--- src/sv/bsq_pkg.sv ---
// ----------------------------------------------------------------------------
// bsq_pkg
// Shared types and constants for the buzzer service queue.
// ----------------------------------------------------------------------------
package bsq_pkg;

  localparam int MAX_IDS_DEF = 64;
  localparam int CMD_W       = 2;
  localparam int TGT_W       = 6;
  localparam int RID_W       = 6;
  localparam int LEN_W       = 7;

  typedef enum logic [CMD_W-1:0] {
    CMD_GIVE  = 2'd0,
    CMD_SEAT  = 2'd1,
    CMD_KICK  = 2'd2,
    CMD_BRIBE = 2'd3
  } cmd_t;

  typedef enum logic [2:0] {
    ST_IDLE,
    ST_EXEC,
    ST_FIX,
    ST_FIX2,
    ST_DONE
  } state_t;

  typedef struct packed {
    logic capture;
    logic exec;
    logic fix;
    logic fix2;
    logic load;
  } ctl_t;

  typedef struct packed {
    logic need_fix;
    logic need_fix2;
    logic out_free;
  } sts_t;

endpackage

--- src/sv/bsq_ram.sv ---
// ----------------------------------------------------------------------------
// bsq_ram
// Generic single write port, single read port RAM with registered read.
// ----------------------------------------------------------------------------
module bsq_ram #(
  parameter int WIDTH = 8,
  parameter int DEPTH = 64
) (
  input  logic                     clk,
  input  logic                     we,
  input  logic [$clog2(DEPTH)-1:0] waddr,
  input  logic [WIDTH-1:0]         wdata,
  input  logic [$clog2(DEPTH)-1:0] raddr,
  output logic [WIDTH-1:0]         rdata
);

  logic [WIDTH-1:0] mem [DEPTH];

  always_ff @(posedge clk) begin
    if (we) begin
      mem[waddr] <= wdata;
    end
    rdata <= mem[raddr];
  end

endmodule

--- src/sv/bsq_ctrl.sv ---
// ----------------------------------------------------------------------------
// bsq_ctrl
// Command sequencer: capture, execute, link fix-up passes, result load.
// ----------------------------------------------------------------------------
module bsq_ctrl (
  input  logic          clk,
  input  logic          rst_n,
  input  logic          in_valid,
  output logic          in_ready,
  input  bsq_pkg::sts_t sts,
  output bsq_pkg::ctl_t ctl
);

  bsq_pkg::state_t state_r, state_nxt;

  always_ff @(posedge clk) begin
    if (!rst_n) begin
      state_r <= bsq_pkg::ST_IDLE;
    end else begin
      state_r <= state_nxt;
    end
  end

  always_comb begin
    state_nxt = state_r;
    unique case (state_r)
      bsq_pkg::ST_IDLE: if (in_valid) state_nxt = bsq_pkg::ST_EXEC;
      bsq_pkg::ST_EXEC: state_nxt = sts.need_fix ? bsq_pkg::ST_FIX : bsq_pkg::ST_DONE;
      bsq_pkg::ST_FIX:  state_nxt = sts.need_fix2 ? bsq_pkg::ST_FIX2 : bsq_pkg::ST_DONE;
      bsq_pkg::ST_FIX2: state_nxt = bsq_pkg::ST_DONE;
      bsq_pkg::ST_DONE: if (sts.out_free) state_nxt = bsq_pkg::ST_IDLE;
      default:          state_nxt = bsq_pkg::ST_IDLE;
    endcase
  end

  always_comb begin
    ctl      = '0;
    in_ready = 1'b0;
    unique case (state_r)
      bsq_pkg::ST_IDLE: begin
        in_ready    = 1'b1;
        ctl.capture = in_valid;
      end
      bsq_pkg::ST_EXEC: ctl.exec = 1'b1;
      bsq_pkg::ST_FIX:  ctl.fix  = 1'b1;
      bsq_pkg::ST_FIX2: ctl.fix2 = 1'b1;
      bsq_pkg::ST_DONE: ctl.load = sts.out_free;
      default: ;
    endcase
  end

endmodule

--- src/sv/bsq_dp.sv ---
// ----------------------------------------------------------------------------
// bsq_dp
// Queue datapath: link memories, free stack, counters and result register.
// ----------------------------------------------------------------------------
module bsq_dp #(
  parameter int MAX_IDS = bsq_pkg::MAX_IDS_DEF
) (
  input  logic                       clk,
  input  logic                       rst_n,
  input  bsq_pkg::ctl_t              ctl,
  output bsq_pkg::sts_t              sts,
  input  logic [bsq_pkg::CMD_W-1:0]  in_cmd,
  input  logic [bsq_pkg::TGT_W-1:0]  in_target_id,
  output logic                       out_valid,
  input  logic                       out_ready,
  output logic [bsq_pkg::RID_W-1:0]  out_result_id,
  output logic                       out_ok,
  output logic [bsq_pkg::LEN_W-1:0]  out_queue_length
);

  localparam int IW = $clog2(MAX_IDS);
  localparam int LW = $clog2(MAX_IDS + 1);
  localparam logic [LW-1:0] NIL = LW'(MAX_IDS);

  // memory ports
  logic          nx_we, pv_we, st_we;
  logic [IW-1:0] nx_wa, pv_wa, st_wa, nx_ra, pv_ra, st_ra;
  logic [LW:0]   nx_wd, nx_rd;
  logic [LW-1:0] pv_wd, pv_rd;
  logic [IW-1:0] st_wd, st_rd;

  // state
  logic [LW-1:0] head_r, head_nxt, tail_r, tail_nxt;
  logic [LW-1:0] free_r, free_nxt, iss_r, iss_nxt, wait_r, wait_nxt;
  logic          zero_seen_r, zero_seen_nxt, stk0_wr_r, stk0_wr_nxt;
  bsq_pkg::cmd_t cmd_r;
  logic [bsq_pkg::TGT_W-1:0] tgt_r;
  logic [IW-1:0] id_r, id_nxt;
  logic [LW-1:0] n_r, n_nxt, p_r, p_nxt, oh_r, oh_nxt;
  logic          ok_r, ok_nxt, fix_r, fix_nxt, fix2_r, fix2_nxt;
  logic [IW-1:0] rid_r, rid_nxt;
  logic          out_valid_r;
  logic [bsq_pkg::RID_W-1:0] out_rid_r;
  logic          out_ok_r;
  logic [bsq_pkg::LEN_W-1:0] out_len_r;

  logic [IW-1:0] tgt_ix, gid, push_id;
  logic          known, push;
  logic [31:0]   rid32, wait32;

  bsq_ram #(.WIDTH(LW + 1), .DEPTH(MAX_IDS)) u_next (
    .clk(clk), .we(nx_we), .waddr(nx_wa), .wdata(nx_wd), .raddr(nx_ra), .rdata(nx_rd)
  );
  bsq_ram #(.WIDTH(LW), .DEPTH(MAX_IDS)) u_prev (
    .clk(clk), .we(pv_we), .waddr(pv_wa), .wdata(pv_wd), .raddr(pv_ra), .rdata(pv_rd)
  );
  bsq_ram #(.WIDTH(IW), .DEPTH(MAX_IDS)) u_stack (
    .clk(clk), .we(st_we), .waddr(st_wa), .wdata(st_wd), .raddr(st_ra), .rdata(st_rd)
  );

  assign nx_ra  = (bsq_pkg::cmd_t'(in_cmd) == bsq_pkg::CMD_SEAT) ? head_r[IW-1:0]
                                                                 : IW'(in_target_id);
  assign pv_ra  = IW'(in_target_id);
  assign st_ra  = IW'(free_r - LW'(1));
  assign tgt_ix = IW'(tgt_r);
  assign known  = (32'(tgt_r) < 32'(iss_r)) && (32'(tgt_r) < MAX_IDS) && nx_rd[LW]
                  && ((tgt_r != '0) || zero_seen_r);
  assign gid    = (free_r != '0)
                  ? (((free_r == LW'(1)) && !stk0_wr_r) ? '0 : st_rd)
                  : iss_r[IW-1:0];

  always_comb begin
    head_nxt = head_r;  tail_nxt = tail_r;
    free_nxt = free_r;  iss_nxt  = iss_r;  wait_nxt = wait_r;
    zero_seen_nxt = zero_seen_r;  stk0_wr_nxt = stk0_wr_r;
    id_nxt = id_r;  n_nxt = n_r;  p_nxt = p_r;  oh_nxt = oh_r;
    ok_nxt = ok_r;  rid_nxt = rid_r;  fix_nxt = fix_r;  fix2_nxt = fix2_r;
    nx_we = 1'b0;  nx_wa = id_r;  nx_wd = {1'b0, NIL};
    pv_we = 1'b0;  pv_wa = id_r;  pv_wd = NIL;
    push = 1'b0;   push_id = id_r;

    if (ctl.exec) begin
      ok_nxt   = 1'b0;
      rid_nxt  = '0;
      fix_nxt  = 1'b0;
      fix2_nxt = 1'b0;
      n_nxt    = nx_rd[LW-1:0];
      p_nxt    = pv_rd;
      oh_nxt   = head_r;
      id_nxt   = tgt_ix;
      case (cmd_r)
        bsq_pkg::CMD_GIVE: begin
          if ((free_r != '0) || (32'(iss_r) < MAX_IDS)) begin
            ok_nxt  = 1'b1;
            rid_nxt = gid;
            id_nxt  = gid;
            if (free_r != '0) free_nxt = free_r - LW'(1);
            else              iss_nxt  = iss_r + LW'(1);
            if (gid == '0) zero_seen_nxt = 1'b1;
            nx_we = 1'b1;  nx_wa = gid;  nx_wd = {1'b1, NIL};
            pv_we = 1'b1;  pv_wa = gid;
            if ((head_r == NIL) || (tail_r == NIL)) begin
              pv_wd    = NIL;
              head_nxt = LW'(gid);
            end else begin
              pv_wd   = tail_r;
              p_nxt   = tail_r;
              fix_nxt = 1'b1;
            end
            tail_nxt = LW'(gid);
            wait_nxt = wait_r + LW'(1);
          end
        end
        bsq_pkg::CMD_SEAT: begin
          if ((wait_r != '0) && (head_r != NIL)) begin
            ok_nxt  = 1'b1;
            rid_nxt = head_r[IW-1:0];
            nx_we = 1'b1;  nx_wa = head_r[IW-1:0];
            if (nx_rd[LW-1:0] == NIL) tail_nxt = NIL;
            else begin
              pv_we = 1'b1;  pv_wa = nx_rd[IW-1:0];  pv_wd = NIL;
            end
            head_nxt = nx_rd[LW-1:0];
            push = 1'b1;  push_id = head_r[IW-1:0];
          end
        end
        bsq_pkg::CMD_KICK: begin
          if (known) begin
            ok_nxt = 1'b1;
            nx_we = 1'b1;  nx_wa = tgt_ix;
            if (nx_rd[LW-1:0] == NIL) tail_nxt = pv_rd;
            else begin
              pv_we = 1'b1;  pv_wa = nx_rd[IW-1:0];  pv_wd = pv_rd;
            end
            if (pv_rd == NIL) head_nxt = nx_rd[LW-1:0];
            else              fix_nxt  = 1'b1;
            push = 1'b1;  push_id = tgt_ix;
          end
        end
        default: begin
          if (known) begin
            ok_nxt = 1'b1;
            if (32'(tgt_r) != 32'(head_r)) begin
              nx_we = 1'b1;  nx_wa = tgt_ix;  nx_wd = {1'b1, head_r};
              if (nx_rd[LW-1:0] == NIL) tail_nxt = pv_rd;
              else begin
                pv_we = 1'b1;  pv_wa = nx_rd[IW-1:0];  pv_wd = pv_rd;
              end
              head_nxt = LW'(tgt_ix);
              fix_nxt  = 1'b1;
              fix2_nxt = 1'b1;
            end
          end
        end
      endcase
      if (push) begin
        wait_nxt = wait_r - LW'(1);
        if (32'(free_r) < MAX_IDS) begin
          free_nxt = free_r + LW'(1);
          if (free_r == '0) stk0_wr_nxt = 1'b1;
        end
      end
    end

    if (ctl.fix) begin
      case (cmd_r)
        bsq_pkg::CMD_GIVE: begin
          nx_we = 1'b1;  nx_wa = p_r[IW-1:0];  nx_wd = {1'b1, LW'(id_r)};
        end
        bsq_pkg::CMD_KICK: begin
          nx_we = 1'b1;  nx_wa = p_r[IW-1:0];  nx_wd = {1'b1, n_r};
        end
        bsq_pkg::CMD_BRIBE: begin
          nx_we = (p_r != NIL);  nx_wa = p_r[IW-1:0];  nx_wd = {1'b1, n_r};
          pv_we = (oh_r != NIL); pv_wa = oh_r[IW-1:0]; pv_wd = LW'(id_r);
        end
        default: ;
      endcase
    end

    if (ctl.fix2) begin
      pv_we = 1'b1;  pv_wa = id_r;  pv_wd = NIL;
    end
  end

  assign st_we = push && (32'(free_r) < MAX_IDS);
  assign st_wa = free_r[IW-1:0];
  assign st_wd = push_id;

  always_ff @(posedge clk) begin
    if (!rst_n) begin
      head_r      <= NIL;
      tail_r      <= NIL;
      free_r      <= LW'(1);
      iss_r       <= LW'(1);
      wait_r      <= '0;
      zero_seen_r <= 1'b0;
      stk0_wr_r   <= 1'b0;
      fix_r       <= 1'b0;
      fix2_r      <= 1'b0;
      out_valid_r <= 1'b0;
    end else begin
      head_r      <= head_nxt;
      tail_r      <= tail_nxt;
      free_r      <= free_nxt;
      iss_r       <= iss_nxt;
      wait_r      <= wait_nxt;
      zero_seen_r <= zero_seen_nxt;
      stk0_wr_r   <= stk0_wr_nxt;
      fix_r       <= fix_nxt;
      fix2_r      <= fix2_nxt;
      if (ctl.load)       out_valid_r <= 1'b1;
      else if (out_ready) out_valid_r <= 1'b0;
    end
  end

  assign rid32  = 32'(rid_r);
  assign wait32 = 32'(wait_r);

  always_ff @(posedge clk) begin
    if (ctl.capture) begin
      cmd_r <= bsq_pkg::cmd_t'(in_cmd);
      tgt_r <= in_target_id;
    end
    id_r  <= id_nxt;
    n_r   <= n_nxt;
    p_r   <= p_nxt;
    oh_r  <= oh_nxt;
    ok_r  <= ok_nxt;
    rid_r <= rid_nxt;
    if (ctl.load) begin
      out_rid_r <= rid32[bsq_pkg::RID_W-1:0];
      out_ok_r  <= ok_r;
      out_len_r <= wait32[bsq_pkg::LEN_W-1:0];
    end
  end

  assign sts.need_fix  = fix_nxt;
  assign sts.need_fix2 = fix2_r;
  assign sts.out_free  = !out_valid_r || out_ready;

  assign out_valid        = out_valid_r;
  assign out_result_id    = out_rid_r;
  assign out_ok           = out_ok_r;
  assign out_queue_length = out_len_r;

  a_count_balance: assert property (@(posedge clk) disable iff (!rst_n)
    (32'(free_r) + 32'(wait_r)) == 32'(iss_r))
    else $error("free plus waiting differs from issued");
  a_head_empty: assert property (@(posedge clk) disable iff (!rst_n)
    (wait_r == '0) == (head_r == NIL))
    else $error("head and waiting count disagree");
  a_tail_empty: assert property (@(posedge clk) disable iff (!rst_n)
    (wait_r == '0) == (tail_r == NIL))
    else $error("tail and waiting count disagree");
  a_wait_bound: assert property (@(posedge clk) disable iff (!rst_n)
    32'(wait_r) <= MAX_IDS)
    else $error("waiting count above capacity");

endmodule

--- src/sv/buzzer_service_queue.sv ---
// ----------------------------------------------------------------------------
// buzzer_service_queue
// Ordered queue of ID tokens kept as a doubly linked list with a free stack.
// ----------------------------------------------------------------------------
// Each command returns one result transaction. The link and free-stack
// memories are read at the accepting edge, the EXEC state applies the unlink
// or append, and one or two link fix-up writes follow where a neighbor must
// be patched, since each link memory has a single write port: give onto a
// nonempty queue and kick-out of an ID with a predecessor take one, move to
// front of an ID other than the head takes two. The result is loaded into
// the output register from the DONE state once that register is free. The
// next command is accepted in the cycle after the load, even if that result
// is not yet taken; a result still held in the output register when the
// next one is ready stalls the block. IDs range over 0 to MAX_IDS-1;
// result_id carries the low six bits.
module buzzer_service_queue #(
  parameter int MAX_IDS = bsq_pkg::MAX_IDS_DEF
) (
  input  logic                       clk,
  input  logic                       rst_n,
  input  logic                       in_valid,
  output logic                       in_ready,
  input  logic [bsq_pkg::CMD_W-1:0]  in_cmd,
  input  logic [bsq_pkg::TGT_W-1:0]  in_target_id,
  output logic                       out_valid,
  input  logic                       out_ready,
  output logic [bsq_pkg::RID_W-1:0]  out_result_id,
  output logic                       out_ok,
  output logic [bsq_pkg::LEN_W-1:0]  out_queue_length
);

  bsq_pkg::ctl_t ctl;
  bsq_pkg::sts_t sts;

  bsq_ctrl u_ctrl (
    .clk      (clk),
    .rst_n    (rst_n),
    .in_valid (in_valid),
    .in_ready (in_ready),
    .sts      (sts),
    .ctl      (ctl)
  );

  bsq_dp #(.MAX_IDS(MAX_IDS)) u_dp (
    .clk              (clk),
    .rst_n            (rst_n),
    .ctl              (ctl),
    .sts              (sts),
    .in_cmd           (in_cmd),
    .in_target_id     (in_target_id),
    .out_valid        (out_valid),
    .out_ready        (out_ready),
    .out_result_id    (out_result_id),
    .out_ok           (out_ok),
    .out_queue_length (out_queue_length)
  );

endmodule
--- config.mk ---
export PLATFORM = sky130hd
export DESIGN_NAME = buzzer_service_queue
export DESIGN_NICKNAME = d
export VERILOG_FILES = /design/src/sv/bsq_pkg.sv /design/src/sv/bsq_ram.sv /design/src/sv/bsq_ctrl.sv /design/src/sv/bsq_dp.sv /design/src/sv/buzzer_service_queue.sv
export SDC_FILE = /design/constraint.sdc
export NUM_CORES = 2
export LEC_CHECK = 0
export ABC_CLOCK_PERIOD_IN_PS = 8730
export BUFFER_PORTS_ARGS = -buffer_cell sky130_fd_sc_hd__buf_2
export CAP_MARGIN = 20
export CORE_ASPECT_RATIO = 0.75
export CORE_MARGIN = 2
export CORE_UTILIZATION = 30
export DETAILED_ROUTE_END_ITERATION = 8
export SLEW_MARGIN = 20
export SYNTH_ARGS = -nofsm -noshare
export SYNTH_HDL_FRONTEND = slang
export SYNTH_HIERARCHICAL = 1
export SYNTH_SLANG_ARGS = --single-unit
--- constraint.sdc ---
create_clock -name clk -period 8.73 [get_ports clk]
set_input_delay 0.873 -clock clk [delete_from_list [all_inputs] [get_ports clk]]
set_output_delay 0.873 -clock clk [all_outputs]
set_load 0.02 [all_outputs]
==> results by stage <==
Final layout:
- The area used by sequential logic in the layout is 0.0433 mm².
- The most frequent standard cell in the layout excluding fill and tap cells is edfxtp_1.
- The count of fill cells added during filler insertion is 18500.
- Leaving out fill and tap cells, the most frequent cells in the layout are 1400 x edfxtp_1, 323 x mux4_2, 276 x nor2_1.
- The layout cell share with drive strength beyond 1 is 0.217.
- The number of nets in the final layout is 3284.
- 0 antenna diodes ended up in the layout.
- The area taken by multi-input logic gates is 0.0151 mm².
- The layout-stage area growth over the synthesis result is 13.3%.
- Measured on the finished design, the core utilization comes to 0.342.

Global routing:
- The remaining global-route overflow is 0.
- The via count of the first global-routing pass is 30500.
- The initial antenna violation count is 5.
- For this run, the total global-route usage over all layers was measured as 0.144.
- The pin count of the biggest net entering global routing is 73.
- The first global-routing pass estimated 217 mm of wire.

Die:
- Row generation in the floorplan step produced 141 rows.
- The die area is 0.202 mm².
- The initial core utilization is 0.302.
- Measured along the x axis, the die boundary spans 518 µm.
- The number of top-level design ports is 28.
- From bottom edge to top edge, the die measures 389 µm.
- The placeable core region is 0.197 mm².

Pwr:
- Internal power comes to 11.6 mW.
- In this run the power density over the cells is 221 mW/mm².
- The share of power burned in the clock network is 0.420.
- The switching power summed over all nets is 3.29 mW.
- The sequential share of power is 0.522.
- Of the total power, the share spent switching nets is 0.222.
- The share of total power dissipated in combinational logic is 0.057.
- The worst-case IR drop observed on VDD is 0.000195 V.
- Summed over all cells, the static leakage comes to 19.3 nW.

Synthesis:
- In this run, synthesis produced a sequential element count of 1464.
- The prevailing post-synth register cell is edfxtp_1.
- The synthesized netlist contains 101 unique library cells.
- Synthesis produced a netlist with a net count of 3239.
- A synthesized cell averages 18.5 µm².
- The Yosys step of the flow raised 6 warnings.
- The share of synthesized registers carrying an async set or reset is 0.
- The cell area that synthesis handed to floorplanning was 0.0594 mm².
- Summed over all instances, the cell type with the most area after synthesis is edfxtp_1.
- The synthesized design contains 1400 enable-type register cells.
- In the post-synthesis netlist, the biggest area contributors are edfxtp_1 71%, mux4_2 12%, dfxtp_1 2.2%, nor2_1 1.8%, mux2i_1 0.98%.
- The top cell type's share of synthesized area is 0.708.
- The number of cells produced by synthesis is 3211.
- The share of the Yosys chip area taken by registers is 0.730.

Route:
- The routed via count is 31600.
- The count of nets left with antenna violations once routing finished came out at 0.
- The violation count after the first detailed-route iteration is 4235.
- The first detailed-routing pass ran for 7 iterations.
- The total detailed-routing wirelength is 150 mm.
- The number of DRC violations after detailed routing is 0.
- The average wire per standard cell is 24.9 µm.
- Using the TritonRoute via totals, the vias-per-cell ratio works out to 5.26.

Run status:
- The flow ran to the end, and the final reports show no timing, DRC or antenna violations.

Min path:
- The worst min-delay path class is in2reg.

STA:
- The number of endpoints failing setup at the final stage is 0.
- The count of pins over their slew limit is 0.
- In the finished design, the share of the clock period the worst path needs comes to 0.674.
- The post-route clock skew is 0.0535 ns.
- The final number of hold-violating endpoints came to 0.
- The total negative setup slack is 0 ns.
- In this run the tightest slew margin relative to its limit is 0.262.
- Setup repair after global routing left no endpoint under its margin.
- The achievable frequency is 170 MHz.
- Counting I/O delays and the setup requirement, the final critical path takes 5.89 ns.
- The actual transition at the worst max-transition pin is 1.10 ns.

Flow run:
- The number of max-cap violations is 0.

Clocking:
- After clock tree synthesis, the flow added hold-fix buffers numbering 0.
- At the later pin of the worst-skew pair, clock insertion delay measures 0.78 ns.
- The number of gates resized after CTS is 0.
- No sink is reached through more buffers than the 3 on the longest clock path.
- TritonCTS built the clock tree.
- CTS built an H-tree with a depth of 4.
- Clock-pin slew was measured on the worst setup and hold paths at 0.06 ns.
- The cell sitting at the root of the clock tree is a clkbuf_16.
- TritonCTS created 141 clock buffers.
- Clock tree synthesis found a total of 1464 sinks.
- The buffers inserted during post-CTS setup optimization is 0.

Worst setup path:
- The critical path is of the reg2reg type.
- STA puts the critical path data arrival time at 6.29 ns.
- Of all nets on the critical path, the largest fanout is 20.
- For the worst setup path, the data required time is 9.13 ns.
- The endpoint kind of the worst setup timing path is a flop.
- The element type at the critical path start is a flop.

Place:
- The post-DP HPWL is 92.9 mm.
- At the end of routability-driven placement, the weighted congestion stood at 0.951.
- The number of buffers added on ports is 27.
## synthesized netlist by cell type, types with 13 or more instances
library cell,count
a22oi_1,38
nor2_1,277
o21ai_0,48
buf_4,19
ha_1,16
dfxtp_1,64
nand4_1,15
nor3_1,36
mux2i_1,58
nand3_1,59
clkbuf_1,85
nand3b_1,20
or2_2,13
mux4_2,323
nand2_1,120
o22ai_1,51
a21oi_1,58
o21ai_1,15
o221ai_1,27
inv_1,33
buf_6,20
buf_2,56
a211oi_1,24
mux2_2,25
a22o_1,14
xnor2_1,18
nor2b_1,32
edfxtp_1,1400
nand2b_1,25
## area by class of cell
cell class                 count  share of cell area
clock buffer                 175              0.0565
sequential                  1464               0.644
multi-input combinational   1523               0.225
tap                         2645              0.0492
inverter                      36             0.00210
clock inverter                78              0.0134
timing repair buffer          90             0.00945
## metrics by stage
stage                     instances  power [mW]  cell area (µm²)  hold WS (ns)  setup WS (ns)
after CTS                      6010        15.0            67200         0.334           3.08
after global routing           6011        15.3            67200         0.347           2.60
after global placement         5757        8.74            62500         0.402           3.26
after floorplan                3211        8.44            59400         0.400           1.57
after detailed placement       5757        8.74            62500         0.405           3.07
final                          6011        14.8            67200         0.387           2.84
## registers in the layout (all words and copies together) (netlist names), 2 cells and up
signal	flops
u_dp/u_next/mem	512
u_dp/u_prev/mem	448
u_dp/u_stack/mem	384
u_dp/u_next/rdata	8
u_dp/free_r	7
u_dp/head_r	7
u_dp/iss_r	7
u_dp/n_r	7
u_dp/oh_r	7
u_dp/out_queue_length	7
u_dp/p_r	7
u_dp/tail_r	7
u_dp/u_prev/rdata	7
u_dp/wait_r	7
u_dp/id_r	6
u_dp/out_result_id	6
u_dp/rid_r	6
u_dp/tgt_ix	6
u_dp/u_stack/rdata	6
u_ctrl/state_r	3
u_dp/cmd_r	2
## final timing paths
kind | from | to | slack (ns) | cells after the start
max | u_dp/cmd_r[1] | u_dp/u_next/mem[13][0] | 2.84 | 11
min | in_cmd[1] | u_dp/cmd_r[1] | 0.39 | 1
max reg2reg | u_dp/cmd_r[1] | u_dp/u_next/mem[13][0] | 2.84 | 11
min reg2reg | u_dp/rid_r[0] | u_dp/out_result_id[0] | 0.42 | 0
## worst max-delay path, stage by stage, from the launching register on
cell and delay, ns:
edfxtp_1 0.44, ha_1 0.76, inv_1 0.51, nand2_1 0.41, o31ai_1 0.27, a211oi_1 0.57, a22oi_1 0.19, o21ba_2 0.22
o21ai_1 0.59, nand3b_1 0.33, or2_1 0.51, nor2_1 0.71
## metal layers
metal  up-vias  share of wire  global-route usage  wire length [µm]
li1      13200              -                   -                 -
met1     16600           0.45               0.220             67800
met2      1613           0.43               0.204             64100
met3       195           0.10              0.0378             15300
met4         2          0.016              0.0317              2360
met5         -       0.000060                   0                 9
## cells by family (layout without fill, tap and decap cells)
group                    count (synthesis)  count (layout)  synth area share
XOR/XNOR                                22              22           0.00325
multiplexers                           412             412             0.140
flip-flops                            1464            1464             0.730
AO/OA/AOI/OAI                          398             398            0.0481
adder cells (fa/ha/maj)                 16              16           0.00337
AND/OR/NAND/NOR                        675             675            0.0556
buffers and inverters                  224             379            0.0203
## power groups by stage
stage	sequential [mW]	clock, mW	combinational (mW)
after floorplan	7.88	0	0.560
after global placement	7.90	0	0.834
after detailed placement	7.90	0	0.838
after CTS	7.75	6.36	0.841
after global routing	7.75	6.63	0.897
final	7.76	6.24	0.850
No activity file was read; power rests on OpenSTA's default activity.
